$ cat config.mk
export PLATFORM = sky130hd
export DESIGN_NAME = base64_encoder_line_wrap
export DESIGN_NICKNAME = d
export VERILOG_FILES = /design/src/sv/b64lw_pkg.sv /design/src/sv/b64lw_front.sv /design/src/sv/b64lw_queue.sv /design/src/sv/b64lw_back.sv /design/src/sv/base64_encoder_line_wrap.sv
export SDC_FILE = /design/constraint.sdc
export NUM_CORES = 1
export LEC_CHECK = 0
export ABC_AREA = 1
export BUFFER_PORTS_ARGS = -buffer_cell sky130_fd_sc_hd__buf_2
export CORE_AREA = 3 3 111 134
export CTS_CLUSTER_DIAMETER = 200
export DETAILED_ROUTE_END_ITERATION = 10
export DIE_AREA = 0 0 114 137
export PLACE_DENSITY = 0.61
export SYNTH_ARGS = -nofsm -noshare
export SYNTH_HDL_FRONTEND = slang
export SYNTH_SLANG_ARGS = --single-unit
$ cat constraint.sdc
create_clock -name i_clk -period 3 [get_ports i_clk]
set_clock_uncertainty 0.1 [all_clocks]
set_input_delay 0 -clock i_clk [delete_from_list [all_inputs] [get_ports i_clk]]
set_output_delay 0 -clock i_clk [all_outputs]
set_load 0.005 [all_outputs]
$ cat src/sv/b64lw_pkg.sv
// Shared types, constants and the symbol table for the line-wrapping Base64 encoder.
`default_nettype none
package b64lw_pkg;

    localparam int unsigned QueueDepth = 2;
    localparam int unsigned QueueAw    = $clog2(QueueDepth);

    localparam logic [7:0] GroupsPerLineReset = 8'd19;
    localparam logic [7:0] CharPad = 8'h3D;  // '='
    localparam logic [7:0] CharCr  = 8'h0D;
    localparam logic [7:0] CharLf  = 8'h0A;

    // Position of the next byte in its 3-byte group.
    typedef enum logic [2:0] {
        PH_FIRST  = 3'b001,
        PH_SECOND = 3'b010,
        PH_THIRD  = 3'b100
    } t_phase;

    // One classified input byte: up to four characters, last holds count minus one.
    typedef struct packed {
        logic [3:0][7:0] chars;
        logic [1:0]      last;
    } t_entry;

    function automatic logic [7:0] sym(input logic [5:0] six);
        logic [7:0] r;
        if (six < 6'd26) begin
            r = 8'h41 + {2'b00, six};
        end else if (six < 6'd52) begin
            r = 8'h61 + {2'b00, six} - 8'd26;
        end else if (six < 6'd62) begin
            r = 8'h30 + {2'b00, six} - 8'd52;
        end else if (six == 6'd62) begin
            r = 8'h2B;
        end else begin
            r = 8'h2F;
        end
        return r;
    endfunction

endpackage
`default_nettype wire

$ cat src/sv/b64lw_front.sv
// Front end: accepts bytes, tracks group and line state, forms character entries.
`default_nettype none
module b64lw_front
    import b64lw_pkg::*;
(
    input  wire logic   i_clk,
    input  wire logic   i_rst_n,
    input  wire logic   i_cfg_valid,
    input  wire logic   [7:0] i_cfg_data,
    input  wire logic   i_valid,
    input  wire logic   [7:0] i_data_byte,
    input  wire logic   i_final_byte,
    input  wire logic   i_q_full,
    output logic        o_ready,
    output logic        o_push,
    output t_entry      o_entry
);

    t_phase     r_phase, n_phase;
    logic [3:0] r_left, n_left;
    logic [7:0] r_lines, n_lines;
    logic [7:0] r_gpl;
    logic       accept;
    logic [8:0] lines_inc;

    assign o_ready   = !i_q_full;
    assign accept    = i_valid && !i_q_full;
    assign o_push    = accept;
    assign lines_inc = {1'b0, r_lines} + 9'd1;

    always_comb begin
        o_entry = '0;
        n_phase = r_phase;
        n_left  = r_left;
        n_lines = r_lines;
        case (r_phase)
            PH_SECOND: begin
                o_entry.chars[0] = sym({r_left[1:0], i_data_byte[7:4]});
                n_left  = i_data_byte[3:0];
                n_phase = PH_THIRD;
                if (i_final_byte) begin
                    o_entry.chars[1] = sym({i_data_byte[3:0], 2'b00});
                    o_entry.chars[2] = CharPad;
                    o_entry.last     = 2'd2;
                end
            end
            PH_THIRD: begin
                o_entry.chars[0] = sym({r_left, i_data_byte[7:6]});
                o_entry.chars[1] = sym(i_data_byte[5:0]);
                o_entry.last     = 2'd1;
                n_left  = 4'd0;
                n_phase = PH_FIRST;
                if (r_gpl == 8'd0) begin
                    n_lines = 8'd0;
                end else if (lines_inc >= {1'b0, r_gpl}) begin
                    o_entry.chars[2] = CharCr;
                    o_entry.chars[3] = CharLf;
                    o_entry.last     = 2'd3;
                    n_lines = 8'd0;
                end else begin
                    n_lines = lines_inc[7:0];
                end
            end
            default: begin
                o_entry.chars[0] = sym(i_data_byte[7:2]);
                n_left  = {2'b00, i_data_byte[1:0]};
                n_phase = PH_SECOND;
                if (i_final_byte) begin
                    o_entry.chars[1] = sym({i_data_byte[1:0], 4'b0000});
                    o_entry.chars[2] = CharPad;
                    o_entry.chars[3] = CharPad;
                    o_entry.last     = 2'd3;
                end
            end
        endcase
        if (i_final_byte) begin
            n_phase = PH_FIRST;
            n_left  = 4'd0;
            n_lines = 8'd0;
        end
    end

    always_ff @(posedge i_clk) begin
        if (!i_rst_n) begin
            r_phase <= PH_FIRST;
            r_left  <= 4'd0;
            r_lines <= 8'd0;
            r_gpl   <= GroupsPerLineReset;
        end else begin
            if (i_cfg_valid) begin
                r_gpl <= i_cfg_data;
            end
            if (accept) begin
                r_phase <= n_phase;
                r_left  <= n_left;
                r_lines <= n_lines;
            end
        end
    end

endmodule
`default_nettype wire

$ cat src/sv/b64lw_queue.sv
// Short queue of character entries between front and back end.
`default_nettype none
module b64lw_queue
    import b64lw_pkg::*;
(
    input  wire logic   i_clk,
    input  wire logic   i_rst_n,
    input  wire logic   i_push,
    input  wire t_entry i_entry,
    input  wire logic   i_pop,
    output logic        o_full,
    output logic        o_empty,
    output t_entry      o_entry
);

    localparam int unsigned CntW = $clog2(QueueDepth + 1);

    t_entry              r_mem [QueueDepth];
    logic [QueueAw-1:0]  r_wr, r_rd;
    logic [CntW-1:0]     r_cnt;

    assign o_full  = (r_cnt == CntW'(QueueDepth));
    assign o_empty = (r_cnt == '0);
    assign o_entry = r_mem[r_rd];

    always_ff @(posedge i_clk) begin
        if (i_push) begin
            r_mem[r_wr] <= i_entry;
        end
    end

    always_ff @(posedge i_clk) begin
        if (!i_rst_n) begin
            r_wr  <= '0;
            r_rd  <= '0;
            r_cnt <= '0;
        end else begin
            if (i_push) begin
                r_wr <= (r_wr == QueueAw'(QueueDepth - 1)) ? '0 : r_wr + 1'b1;
            end
            if (i_pop) begin
                r_rd <= (r_rd == QueueAw'(QueueDepth - 1)) ? '0 : r_rd + 1'b1;
            end
            case ({i_push, i_pop})
                2'b10:   r_cnt <= r_cnt + 1'b1;
                2'b01:   r_cnt <= r_cnt - 1'b1;
                default: r_cnt <= r_cnt;
            endcase
        end
    end

`ifndef ASSERT_OFF
    a_no_overflow: assert property (@(posedge i_clk) disable iff (!i_rst_n)
        !(i_push && o_full))
        else $error("queue push while full");
    a_no_underflow: assert property (@(posedge i_clk) disable iff (!i_rst_n)
        !(i_pop && o_empty))
        else $error("queue pop while empty");
    a_cnt_range: assert property (@(posedge i_clk) disable iff (!i_rst_n)
        r_cnt <= CntW'(QueueDepth))
        else $error("queue count out of range");
    a_push_counts: assert property (@(posedge i_clk) disable iff (!i_rst_n)
        (i_push && !i_pop) |=> !o_empty)
        else $error("queue empty after push");
`endif

endmodule
`default_nettype wire

$ cat src/sv/b64lw_back.sv
// Back end: walks each entry's characters out one per cycle while i_tready is high.
`default_nettype none
module b64lw_back
    import b64lw_pkg::*;
(
    input  wire logic   i_clk,
    input  wire logic   i_rst_n,
    input  wire logic   i_q_empty,
    input  wire t_entry i_entry,
    output logic        o_pop,
    input  wire logic   i_tready,
    output logic        o_tvalid,
    output logic [7:0]  o_tdata,
    output logic        o_tlast
);

    t_entry     r_cur;
    logic       r_valid;
    logic [1:0] r_idx;
    logic       done;

    assign o_tvalid = r_valid;
    assign o_tdata  = r_cur.chars[r_idx];
    assign o_tlast  = (r_idx == r_cur.last);
    assign done     = r_valid && i_tready && o_tlast;
    assign o_pop    = !i_q_empty && (!r_valid || done);

    always_ff @(posedge i_clk) begin
        if (o_pop) begin
            r_cur <= i_entry;
        end
    end

    always_ff @(posedge i_clk) begin
        if (!i_rst_n) begin
            r_valid <= 1'b0;
            r_idx   <= 2'd0;
        end else if (o_pop) begin
            r_valid <= 1'b1;
            r_idx   <= 2'd0;
        end else if (done) begin
            r_valid <= 1'b0;
            r_idx   <= 2'd0;
        end else if (r_valid && i_tready) begin
            r_idx <= r_idx + 2'd1;
        end
    end

`ifndef ASSERT_OFF
    a_idx_bound: assert property (@(posedge i_clk) disable iff (!i_rst_n)
        r_valid |-> (r_idx <= r_cur.last))
        else $error("character index past entry end");
    a_idx_idle: assert property (@(posedge i_clk) disable iff (!i_rst_n)
        !r_valid |-> (r_idx == 2'd0))
        else $error("index not cleared while idle");
    a_stall_hold: assert property (@(posedge i_clk) disable iff (!i_rst_n)
        (r_valid && !i_tready) |=> (r_valid && $stable(r_idx)))
        else $error("character moved while stalled");
`endif

endmodule
`default_nettype wire

$ cat src/sv/base64_encoder_line_wrap.sv
// Top level of the streaming Base64 encoder with CR LF line wrapping.
// Usage:
//   s_axis carries one raw byte per request (tdata) and tlast on the final
//   byte of a message. m_axis returns ASCII characters (tdata), with tlast
//   on the last character produced by each input byte (1 to 4 characters).
//   The cfg channel writes groups_per_line (full groups per line, 0 turns
//   wrapping off); it is always ready and should be written while idle.
// Path: with the back end idle, an accepted byte's entry is written into the
//   queue, then loaded into the back-end register, where its first character is valid.
// Throughput: the back end sends one character per cycle while m_axis_tready is
//   high, and each byte yields 1 to 4 characters; the front end
//   takes a byte every cycle while the queue has room.
// Reset: clears group phase, leftover bits, line count and the queue;
//   groups_per_line returns to 19.
// Stall: when m_axis_tready is low the current character holds, the queue
//   fills and s_axis_tready drops once both entries are taken.
`default_nettype none
module base64_encoder_line_wrap
    import b64lw_pkg::*;
(
    input  wire logic        i_clk,
    input  wire logic        i_rst_n,
    input  wire logic        i_cfg_valid,
    output logic             o_cfg_ready,
    input  wire logic [7:0]  i_cfg_data,      // groups_per_line
    input  wire logic        s_axis_tvalid,
    output logic             s_axis_tready,
    input  wire logic [7:0]  s_axis_tdata,    // [7:0] data_byte
    input  wire logic        s_axis_tlast,    // final_byte
    output logic             m_axis_tvalid,
    input  wire logic        m_axis_tready,
    output logic [7:0]       m_axis_tdata,    // [7:0] out_char
    output logic             m_axis_tlast     // out_last
);

    t_entry push_entry, head_entry;
    logic   push, pop, q_full, q_empty;

    assign o_cfg_ready = 1'b1;

    b64lw_front u_front (
        .i_clk        (i_clk),
        .i_rst_n      (i_rst_n),
        .i_cfg_valid  (i_cfg_valid),
        .i_cfg_data   (i_cfg_data),
        .i_valid      (s_axis_tvalid),
        .i_data_byte  (s_axis_tdata),
        .i_final_byte (s_axis_tlast),
        .i_q_full     (q_full),
        .o_ready      (s_axis_tready),
        .o_push       (push),
        .o_entry      (push_entry)
    );

    b64lw_queue u_queue (
        .i_clk   (i_clk),
        .i_rst_n (i_rst_n),
        .i_push  (push),
        .i_entry (push_entry),
        .i_pop   (pop),
        .o_full  (q_full),
        .o_empty (q_empty),
        .o_entry (head_entry)
    );

    b64lw_back u_back (
        .i_clk     (i_clk),
        .i_rst_n   (i_rst_n),
        .i_q_empty (q_empty),
        .i_entry   (head_entry),
        .o_pop     (pop),
        .i_tready  (m_axis_tready),
        .o_tvalid  (m_axis_tvalid),
        .o_tdata   (m_axis_tdata),
        .o_tlast   (m_axis_tlast)
    );

endmodule
`default_nettype wire

==> results.sh, run 1 <==
export IMPL_critPathKind="flop to flop"
export IMPL_critPathMaxStageDelay_ps=410
export IMPL_synth_enable_flop_cells=66
export IMPL_hold_violations=0
export IMPL_cts_sinks=96
export IMPL_rr_endpoint="u_queue.r_mem[0][29]$_DFFE_PP_"
export IMPL_fill_cells=1356
export IMPL_ys_seq_elements=96
export IMPL_dpl_hpwl_microns=10670
export IMPL_cp_max_fo=8
export IMPL_slew_headroom=0.4222
export IMPL_core_region_area_sq_mm=0.01376
export IMPL_cp_num_buf_inv=0
export IMPL_grt_pass1_vias=4971
export IMPL_wirelength_microns=14500
export IMPL_drcViolationCount=0
export IMPL_cts_tree="yes"
export IMPL_synth_ff_type="edfxtp_1"
export IMPL_cts_buffers=9
export IMPL_synth_cells=772
export IMPL_worstSetupPathDepth=13
export IMPL_setup_viol=0
export IMPL_grt_ovfl_total=0
export IMPL_cap_violations=0
export IMPL_die_area_sq_mm=0.01562
export IMPL_path_common_cell="nand2_1"
export IMPL_place_gp_congestion=0.9207
export IMPL_hp_class="primary input to flop"
export IMPL_die_h_microns=137
export IMPL_slowest_stage="dfxtp_1"
export IMPL_r2r_slack_ps=330
export IMPL_rows=47
export IMPL_synth_cell_types=39
export IMPL_final_common_cell="nand2_1"
export IMPL_rr_worst_depth=13
export IMPL_synth_area_sq_mm=0.006085
export IMPL_fmax_ghz=0.3748
export IMPL_total_power_mw=4.124
export IMPL_syn_nets=831
export IMPL_ioPinCount=34
export IMPL_drt_iter0_drc=350
export IMPL_final_cell_mix="nand2_1, inv_1, nand3_1, edfxtp_1, o21ai_0"
export IMPL_critical_path_endpoint="u_queue.r_mem[0][29]$_DFFE_PP_"
export IMPL_worstMarginPinSlew_ps=861.0
export IMPL_slew_viol_final=0
export IMPL_async_reset_ff_frac=0
export IMPL_grt_max_degree=25
export IMPL_vias_per_cell=5.276
export IMPL_grt_first_pass_wirelength_microns=24160
export IMPL_crit_family="simple AND/OR/NAND/NOR gates"
export IMPL_antenna_found_initial=0
export IMPL_status="completed"
export IMPL_clk_latency_ps=340
export IMPL_portBuffers=32
export IMPL_wl_per_cell_microns=14.40
export IMPL_powerDensity_mw_per_mm2=587.7
export IMPL_final_antenna_net_count=0
export IMPL_final_core_util=0.5099
export IMPL_cts_resized=0
export IMPL_num_antenna_cells=0
export IMPL_synth_seq_area_share=0.4244
export IMPL_required_ps=2990
export IMPL_cp_start_kind="flop"
export IMPL_gr_usage_all_layers=0.1922
export IMPL_syn_to_final_growth_pct=15.32
export IMPL_synth_warnings=0
export IMPL_layout_drive_gt1_share=0.09450
export IMPL_p_leak_nw=2.940
export IMPL_fin_nets=890
export IMPL_arrival_ps=2650
export IMPL_path_cells="ha_1 > nand2_1 > nor2_2 > nand3_1 > xnor2_1 > ha_1 > a21o_1 > nand3_1 > nand2_1 > nor2_2 > nand3_4 > nand2_2 > nand2_1"
export IMPL_root_buffer="clkbuf_16"
export IMPL_cts_clk_slew_worst_paths_ps=60
export IMPL_irDropWorstVdd_uv=536.9
export IMPL_first_pass_iters=5
export IMPL_cp_startpoint="u_front.r_lines[0]$_SDFFE_PN0P_"
export IMPL_period_share=0.8893
export IMPL_syn_avg_cell_area_sq_um=7.882
export IMPL_setup_tns_ps=0
export IMPL_fp_dieW_microns=114
export IMPL_r2r_start="u_front.r_lines[0]$_SDFFE_PN0P_"
export IMPL_cts_hold_fix_buffers=30
export IMPL_num_vias=5313
export IMPL_clk_path_buf_depth=2
export IMPL_min_period_ps=2668
export IMPL_cp_end_kind="flop"
export IMPL_cts_setup_buffers=0
export IMPL_start_util=0.4422
export IMPL_rsz0062_at_grt="false"
export IMPL_h_tree_depth=3
[layout make-up]
class | count | area (sq um) | area share
multi-input combinational | 566 | 3057 | 0.4356
sequential | 96 | 2582 | 0.3680
timing repair buffer | 70 | 520.5 | 0.07418
inverter | 88 | 330.3 | 0.04708
clock buffer | 10 | 229.0 | 0.03263
tap | 171 | 214.0 | 0.03049
clock inverter | 6 | 83.83 | 0.01195
[worst min-delay path, delay by kind of cell]
kind | cells | cell delay [ps]
AO/OA/AOI/OAI | 1 | 50
buffers and inverters | 1 | 230
AND/OR/NAND/NOR | 1 | 120
[registers in the layout, summed over array words and instances, names as in the netlist]
signal and count:
u_queue.r_mem 44, u_back.r_cur 22, u_front.r_gpl 8, u_front.r_lines 8, u_front.r_left 4, u_front.r_phase 3
u_back.r_idx 2, u_queue.r_cnt 2, u_back.o_tvalid 1, u_queue.r_rd 1, u_queue.r_wr 1
[power by group]
part           leakage, nW  switching, mW  internal (mW)
Sequential           0.869          0.112           1.80
Clock                0.146          0.460          0.725
Combinational         1.92          0.663          0.362
[per-stage QoR]
step                hold WS [ps]  std cells  instance area, sq um  worst slack [ps]
finish                     20.10       1007                  7017             332.0
global route               43.81       1007                  7017             126.1
CTS                        3.923       1007                  7017             311.0
detailed placement         125.7        961                  6404             365.0
global placement           121.1        961                  6404             469.1
floorplan                 0.3526        772                  6085             616.4
[metal layers]
metal	global-route usage	share of wire	vias to the layer above
li1	-	-	2728
met1	0.2510	0.45	2462
met2	0.3353	0.50	105
met3	0.01592	0.033	18
met4	0.06469	0.017	0
met5	0	0	-
[cell usage after synthesis (all sizes together), types with 11 or more instances]
cell | count | share of area
a21oi | 49 | 0.041
buf | 13 | 0.014
dfxtp | 30 | 0.099
edfxtp | 66 | 0.33
ha | 37 | 0.076
inv | 83 | 0.051
nand2 | 198 | 0.12
nand3 | 68 | 0.059
nand4 | 11 | 0.011
nor2 | 61 | 0.043
o211ai | 27 | 0.033
o21ai | 69 | 0.058
xor2 | 16 | 0.023
[worst min path at each step]
stage / startpoint / slack [ps] / cells past startpoint / end
2_1_floorplan: i_cfg_valid / 0.4 / 1 / u_front.r_gpl[0]$_SDFFE_PN1P_
3_3_place_gp: i_cfg_data[4] / 120 / 3 / u_front.r_gpl[4]$_SDFFE_PN1P_
3_5_place_dp: i_cfg_data[1] / 130 / 3 / u_front.r_gpl[1]$_SDFFE_PN1P_
4_1_cts: s_axis_tdata[2] / 4 / 3 / u_front.r_left[2]$_SDFFE_PN0P_
5_1_grt: s_axis_tdata[2] / 40 / 3 / u_front.r_left[2]$_SDFFE_PN0P_
6_report: s_axis_tdata[2] / 20 / 3 / u_front.r_left[2]$_SDFFE_PN0P_
[cell families after synthesis]
group / share of synthesized area
simple gates: 0.2494
xor+xnor: 0.03023
buf+inv: 0.07361
compound gates: 0.1456
other cells: 0.0006163
fa+ha+maj: 0.07608
flops: 0.4244
(Power assumes the default switching activity.)
==> run 2: changes to the inputs <==
- HOLD_SLACK_MARGIN: unset -> 0.03
==> results.sh, run 2 (synthesized netlist as in run 1, its figures left out) <==
export IMPL_fin_nets=891
export IMPL_clockPowerShare=0.288
export IMPL_die_area_sq_mm=0.01562
export IMPL_ioPinCount=34
export IMPL_final_common_cell="nand2_1"
export IMPL_antenna_found_initial=0
export IMPL_dpl_hpwl_microns=10670
export IMPL_status="completed"
export IMPL_num_antenna_cells=0
export IMPL_fp_dieW_microns=114
export IMPL_setup_viol=0
export IMPL_cts_sinks=96
export IMPL_finalInstanceArea_sq_mm=0.007027
export IMPL_grt_pass1_vias=4970
export IMPL_hold_ws_ps=144.4
export IMPL_postLayoutSetupSlackWorst_ps=331.7
export IMPL_reg_top3="u_queue.r_mem (44), u_back.r_cur (22)"
export IMPL_wl_per_cell_microns=14.39
export IMPL_gr_usage_all_layers=0.1923
export IMPL_core_region_area_sq_mm=0.01376
export IMPL_required_ps=2990
export IMPL_slew_headroom=0.4348
export IMPL_wirelength_microns=14510
export IMPL_cts_resized=0
export IMPL_clk_path_buf_depth=2
export IMPL_cts_tree="yes"
export IMPL_drcViolationCount=0
export IMPL_finalNonFillerCells=1008
export IMPL_total_power_mw=4.126
export IMPL_setup_tns_ps=0
export IMPL_first_pass_iters=6
export IMPL_cp_max_fo=8
export IMPL_place_gp_congestion=0.9207
export IMPL_syn_to_final_growth_pct=15.48
export IMPL_grt_ovfl_total=0
export IMPL_vias_per_cell=5.283
export IMPL_highest_layer="met4"
export IMPL_worstMarginPinSlew_ps=842.1
export IMPL_layout_drive_gt1_share=0.09438
export IMPL_switching_share=0.2999
export IMPL_pre_cts_ws_ps=365.0
export IMPL_irDropWorstVdd_uv=537.0
export IMPL_clk_latency_ps=340
export IMPL_p_leak_nw=2.944
export IMPL_grt_max_degree=25
export IMPL_num_vias=5325
export IMPL_comb_power_share=0.249
export IMPL_final_antenna_net_count=0
export IMPL_hp_class="primary input to flop"
export IMPL_portBuffers=32
export IMPL_p_int_mw=2.889
export IMPL_rr_worst_depth=13
export IMPL_dr_wl_met3_microns=569
export IMPL_largest_register_ffs=44
export IMPL_die_h_microns=137
export IMPL_hold_violations=0
export IMPL_powerDensity_mw_per_mm2=587.2
export IMPL_period_share=0.8894
export IMPL_routedLengthMet1_microns=6462
export IMPL_root_buffer="clkbuf_16"
export IMPL_slew_viol_final=0
export IMPL_grt_first_pass_wirelength_microns=24170
export IMPL_whs_path_depth=4
export IMPL_drt_iter0_drc=300
export IMPL_arrival_ps=2660
export IMPL_dp_cells=961
export IMPL_cp_end_kind="flop"
export IMPL_cts_buffers=9
export IMPL_rows=47
export IMPL_final_core_util=0.5106
export IMPL_p_seq_frac=0.464
export IMPL_cap_violations=0
export IMPL_min_period_ps=2668
export IMPL_power_switching_mw=1.237
export IMPL_critPathKind="flop to flop"
export IMPL_wl_met2_microns=7233
export IMPL_h_tree_depth=3
export IMPL_largest_register="u_queue.r_mem"
export IMPL_final_cell_mix="nand2_1, inv_1, nand3_1, edfxtp_1, o21ai_0"
export IMPL_cp_start_kind="flop"
export IMPL_cts_setup_buffers=0
export IMPL_start_util=0.4422
export IMPL_cts_clk_slew_worst_paths_ps=60
export IMPL_placed_cell_area_sq_mm=0.006404
export IMPL_rsz0062_at_grt="false"
export IMPL_fmax_ghz=0.3748
export IMPL_cts_hold_fix_buffers=31
-- run 2: layout make-up --
type,count,area (sq um)
Clock buffer,10,229.0
Fill cell,1355,6734
Multi-Input combinational cell,566,3057
Sequential cell,96,2582
Timing Repair Buffer,71,530.5
Clock inverter,6,83.83
Inverter,88,330.3
Tap cell,171,214.0
-- run 2: power by group through the flow --
| stage | clock (mW) | sequential (mW) | combinational (mW) |
|---|---|---|---|
| finish | 1.19 | 1.91 | 1.03 |
| global route | 1.26 | 1.94 | 1.19 |
| CTS | 1.21 | 1.92 | 1.04 |
| detailed placement | 0 | 1.94 | 0.999 |
| global placement | 0 | 1.94 | 0.980 |
| floorplan | 0 | 1.91 | 0.686 |
-- run 2: worst paths after layout --
kind / start / to / slack (ps)
hold / removal: s_axis_tvalid / u_front.r_left[0]$_SDFFE_PN0P_ / 140
setup reg to reg: u_front.r_lines[0]$_SDFFE_PN0P_ / u_queue.r_mem[0][29]$_DFFE_PP_ / 330
setup / recovery: u_front.r_lines[0]$_SDFFE_PN0P_ / u_queue.r_mem[0][29]$_DFFE_PP_ / 330
hold reg to reg: u_front.r_lines[1]$_SDFFE_PN0P_ / u_front.r_lines[1]$_SDFFE_PN0P_ / 390
-- run 2: worst max-delay path, stage by stage (launching register included) --
cell,delay [ps]
dfxtp_1,410
ha_1,220
nand2_1,80
nor2_2,180
nand3_1,120
xnor2_1,210
ha_1,290
a21o_1,180
nand3_1,70
nand2_1,60
nor2_2,160
nand3_4,140
nand2_2,110
nand2_1,70
-- run 2: per-layer routing --
layer	up-vias	track usage
li1	2731	-
met1	2450	0.2513
met2	126	0.3353
met3	18	0.01592
met4	0	0.06469
met5	-	0
==> run 3: changes to the inputs <==
- CORE_AREA: 3 3 111 134 -> 3 3 104 126
- DIE_AREA: 0 0 114 137 -> 0 0 107 129
- PLACE_DENSITY: 0.61 -> 0.68
- clock period: 3 -> 2.85 ns (I/O delays scaled with it)
==> results.sh, run 3 (synthesized netlist as in run 1, its figures left out) <==
export IMPL_num_vias=5406
export IMPL_powerDensity_mw_per_mm2=605.2
export IMPL_cap_violations=0
export IMPL_slew_headroom=0.4380
export IMPL_whs_path_depth=4
export IMPL_setup_viol=0
export IMPL_drt_iter0_drc=416
export IMPL_fmax_ghz=0.3880
export IMPL_total_power_mw=4.237
export IMPL_place_gp_congestion=0.9029
export IMPL_setup_tns_ps=0
export IMPL_final_cell_mix="nand2_1, inv_1, nand3_1, edfxtp_1, o21ai_0"
export IMPL_syn_to_final_growth_pct=15.05
export IMPL_final_antenna_net_count=0
export IMPL_path_common_cell="nand2_1"
export IMPL_grt_pass1_vias=5126
export IMPL_largest_register_ffs=44
export IMPL_irDropWorstVdd_uv=476.0
export IMPL_cts_buffers=9
export IMPL_hold_violations=0
export IMPL_r2r_slack_ps=270
export IMPL_cts_tree="yes"
export IMPL_rsz0062_at_grt="false"
export IMPL_hp_class="primary input to flop"
export IMPL_clk_latency_ps=330
export IMPL_arrival_ps=2550
export IMPL_slowest_stage="dfxtp_1"
export IMPL_required_ps=2820
export IMPL_min_period_ps=2577
export IMPL_rr_worst_depth=13
export IMPL_cp_max_fo=8
export IMPL_postLayoutSetupSlackWorst_ps=272.7
export IMPL_grt_ovfl_total=0
export IMPL_cp_end_kind="flop"
export IMPL_fill_cells=1079
export IMPL_core_region_area_sq_mm=0.01206
export IMPL_critPathKind="flop to flop"
export IMPL_wirelength_microns=14710
export IMPL_slew_viol_final=0
export IMPL_die_area_sq_mm=0.01380
export IMPL_first_pass_iters=5
export IMPL_root_buffer="clkbuf_16"
export IMPL_period_share=0.9043
export IMPL_cp_num_buf_inv=0
export IMPL_reg_top3="u_queue.r_mem (44), u_back.r_cur (22)"
export IMPL_ioPinCount=34
export IMPL_vias_per_cell=5.406
export IMPL_fin_nets=893
export IMPL_hold_ws_ps=144.6
export IMPL_status="completed"
export IMPL_worstMarginPinSlew_ps=837.4
export IMPL_crit_family="simple AND/OR/NAND/NOR gates"
export IMPL_final_core_util=0.5806
export IMPL_gr_usage_all_layers=0.2168
export IMPL_cts_clk_slew_worst_paths_ps=60
export IMPL_drcViolationCount=0
export IMPL_fp_dieW_microns=107
export IMPL_critPathMaxStageDelay_ps=380
export IMPL_rr_endpoint="u_queue.r_mem[0][29]$_DFFE_PP_"
export IMPL_r2r_start="u_front.r_lines[0]$_SDFFE_PN0P_"
export IMPL_final_common_cell="nand2_1"
export IMPL_cp_start_kind="flop"
export IMPL_die_h_microns=129
export IMPL_portBuffers=32
export IMPL_rows=44
export IMPL_clk_path_buf_depth=2
export IMPL_cts_sinks=96
export IMPL_start_util=0.5047
export IMPL_pre_cts_ws_ps=225.5
export IMPL_grt_max_degree=25
export IMPL_cts_setup_buffers=0
export IMPL_grt_first_pass_wirelength_microns=24220
export IMPL_min_delay_worst_endpoint="u_front.r_left[2]$_SDFFE_PN0P_"
export IMPL_wl_per_cell_microns=14.71
export IMPL_h_tree_depth=3
export IMPL_min_from="s_axis_tvalid"
export IMPL_path_cells="ha_1 > nand2_1 > nor2_4 > nand3_1 > xnor2_1 > ha_1 > a21o_1 > nand3_1 > nand2_1 > nor2_2 > nand3_4 > nand2_2 > nand2_1"
export IMPL_antenna_found_initial=0
export IMPL_largest_register="u_queue.r_mem"
export IMPL_num_antenna_cells=0
export IMPL_p_leak_nw=2.940
export IMPL_dpl_hpwl_microns=10760
export IMPL_layout_drive_gt1_share=0.09297
==> run 3: per-stage QoR <==
| step | instance area, sq um | instances |
|---|---|---|
| floorplan | 6085 | 772 |
| global placement | 6406 | 953 |
| detailed placement | 6406 | 953 |
| CTS | 6995 | 1000 |
| global route | 7000 | 1000 |
| finish | 7000 | 1000 |
==> run 3: layer usage <==
| metal | vias to the layer above | global-route usage | wire length, microns |
|---|---|---|---|
| li1 | 2739 | - | - |
| met1 | 2481 | 0.2741 | 6439 |
| met2 | 161 | 0.3877 | 7276 |
| met3 | 25 | 0.02459 | 680 |
| met4 | 0 | 0.06922 | 310 |
| met5 | - | 0 | 0 |
==> run 3: cell type report <==
| cell class | instances | area, sq um | area share |
|---|---|---|---|
| multi-input combinational | 566 | 3062 | 0.4374 |
| sequential | 96 | 2582 | 0.3689 |
| timing repair buffer | 73 | 545.5 | 0.07793 |
| inverter | 88 | 330.3 | 0.04719 |
| clock buffer | 10 | 229.0 | 0.03271 |
| tap | 161 | 201.4 | 0.02878 |
| clock inverter | 6 | 50.05 | 0.007149 |
==> run 3: tightest hold or removal path: stages <==
cell and delay (ps):
buf_2 70, nand2_1 250, nand2_1 140, a21oi_1 60
==> run 3: what timing repair did <==
action / 4_1_cts / 5_1_grt
hold endpoints to repair: 24 / 0
hold buffers: 31 / 0
gates resized for setup: 0 / 1
endpoints found under the setup margin: 0 / 2
==> run 3: worst max-delay path by stage <==
stage,endpoint,cells past startpoint,from
global placement,u_queue.r_mem[0][29]$_DFFE_PP_,13,u_front.r_lines[0]$_SDFFE_PN0P_
detailed placement,u_queue.r_mem[0][29]$_DFFE_PP_,13,u_front.r_lines[0]$_SDFFE_PN0P_
floorplan,u_queue.r_mem[0][21]$_DFFE_PP_,13,u_front.r_lines[0]$_SDFFE_PN0P_
CTS,u_queue.r_mem[0][29]$_DFFE_PP_,13,u_front.r_lines[0]$_SDFFE_PN0P_
finish,u_queue.r_mem[0][29]$_DFFE_PP_,13,u_front.r_lines[0]$_SDFFE_PN0P_
global route,u_queue.r_mem[1][29]$_DFFE_PP_,13,u_front.r_lines[0]$_SDFFE_PN0P_
==> run 3: where the power goes <==
group          switching, mW  leakage (nW)  internal (mW)  total [mW]
Combinational          0.711          1.94          0.385        1.10
Sequential             0.126         0.869           1.90        2.02
Clock                  0.453         0.133          0.665        1.12
Total                   1.29          2.94           2.95        4.24
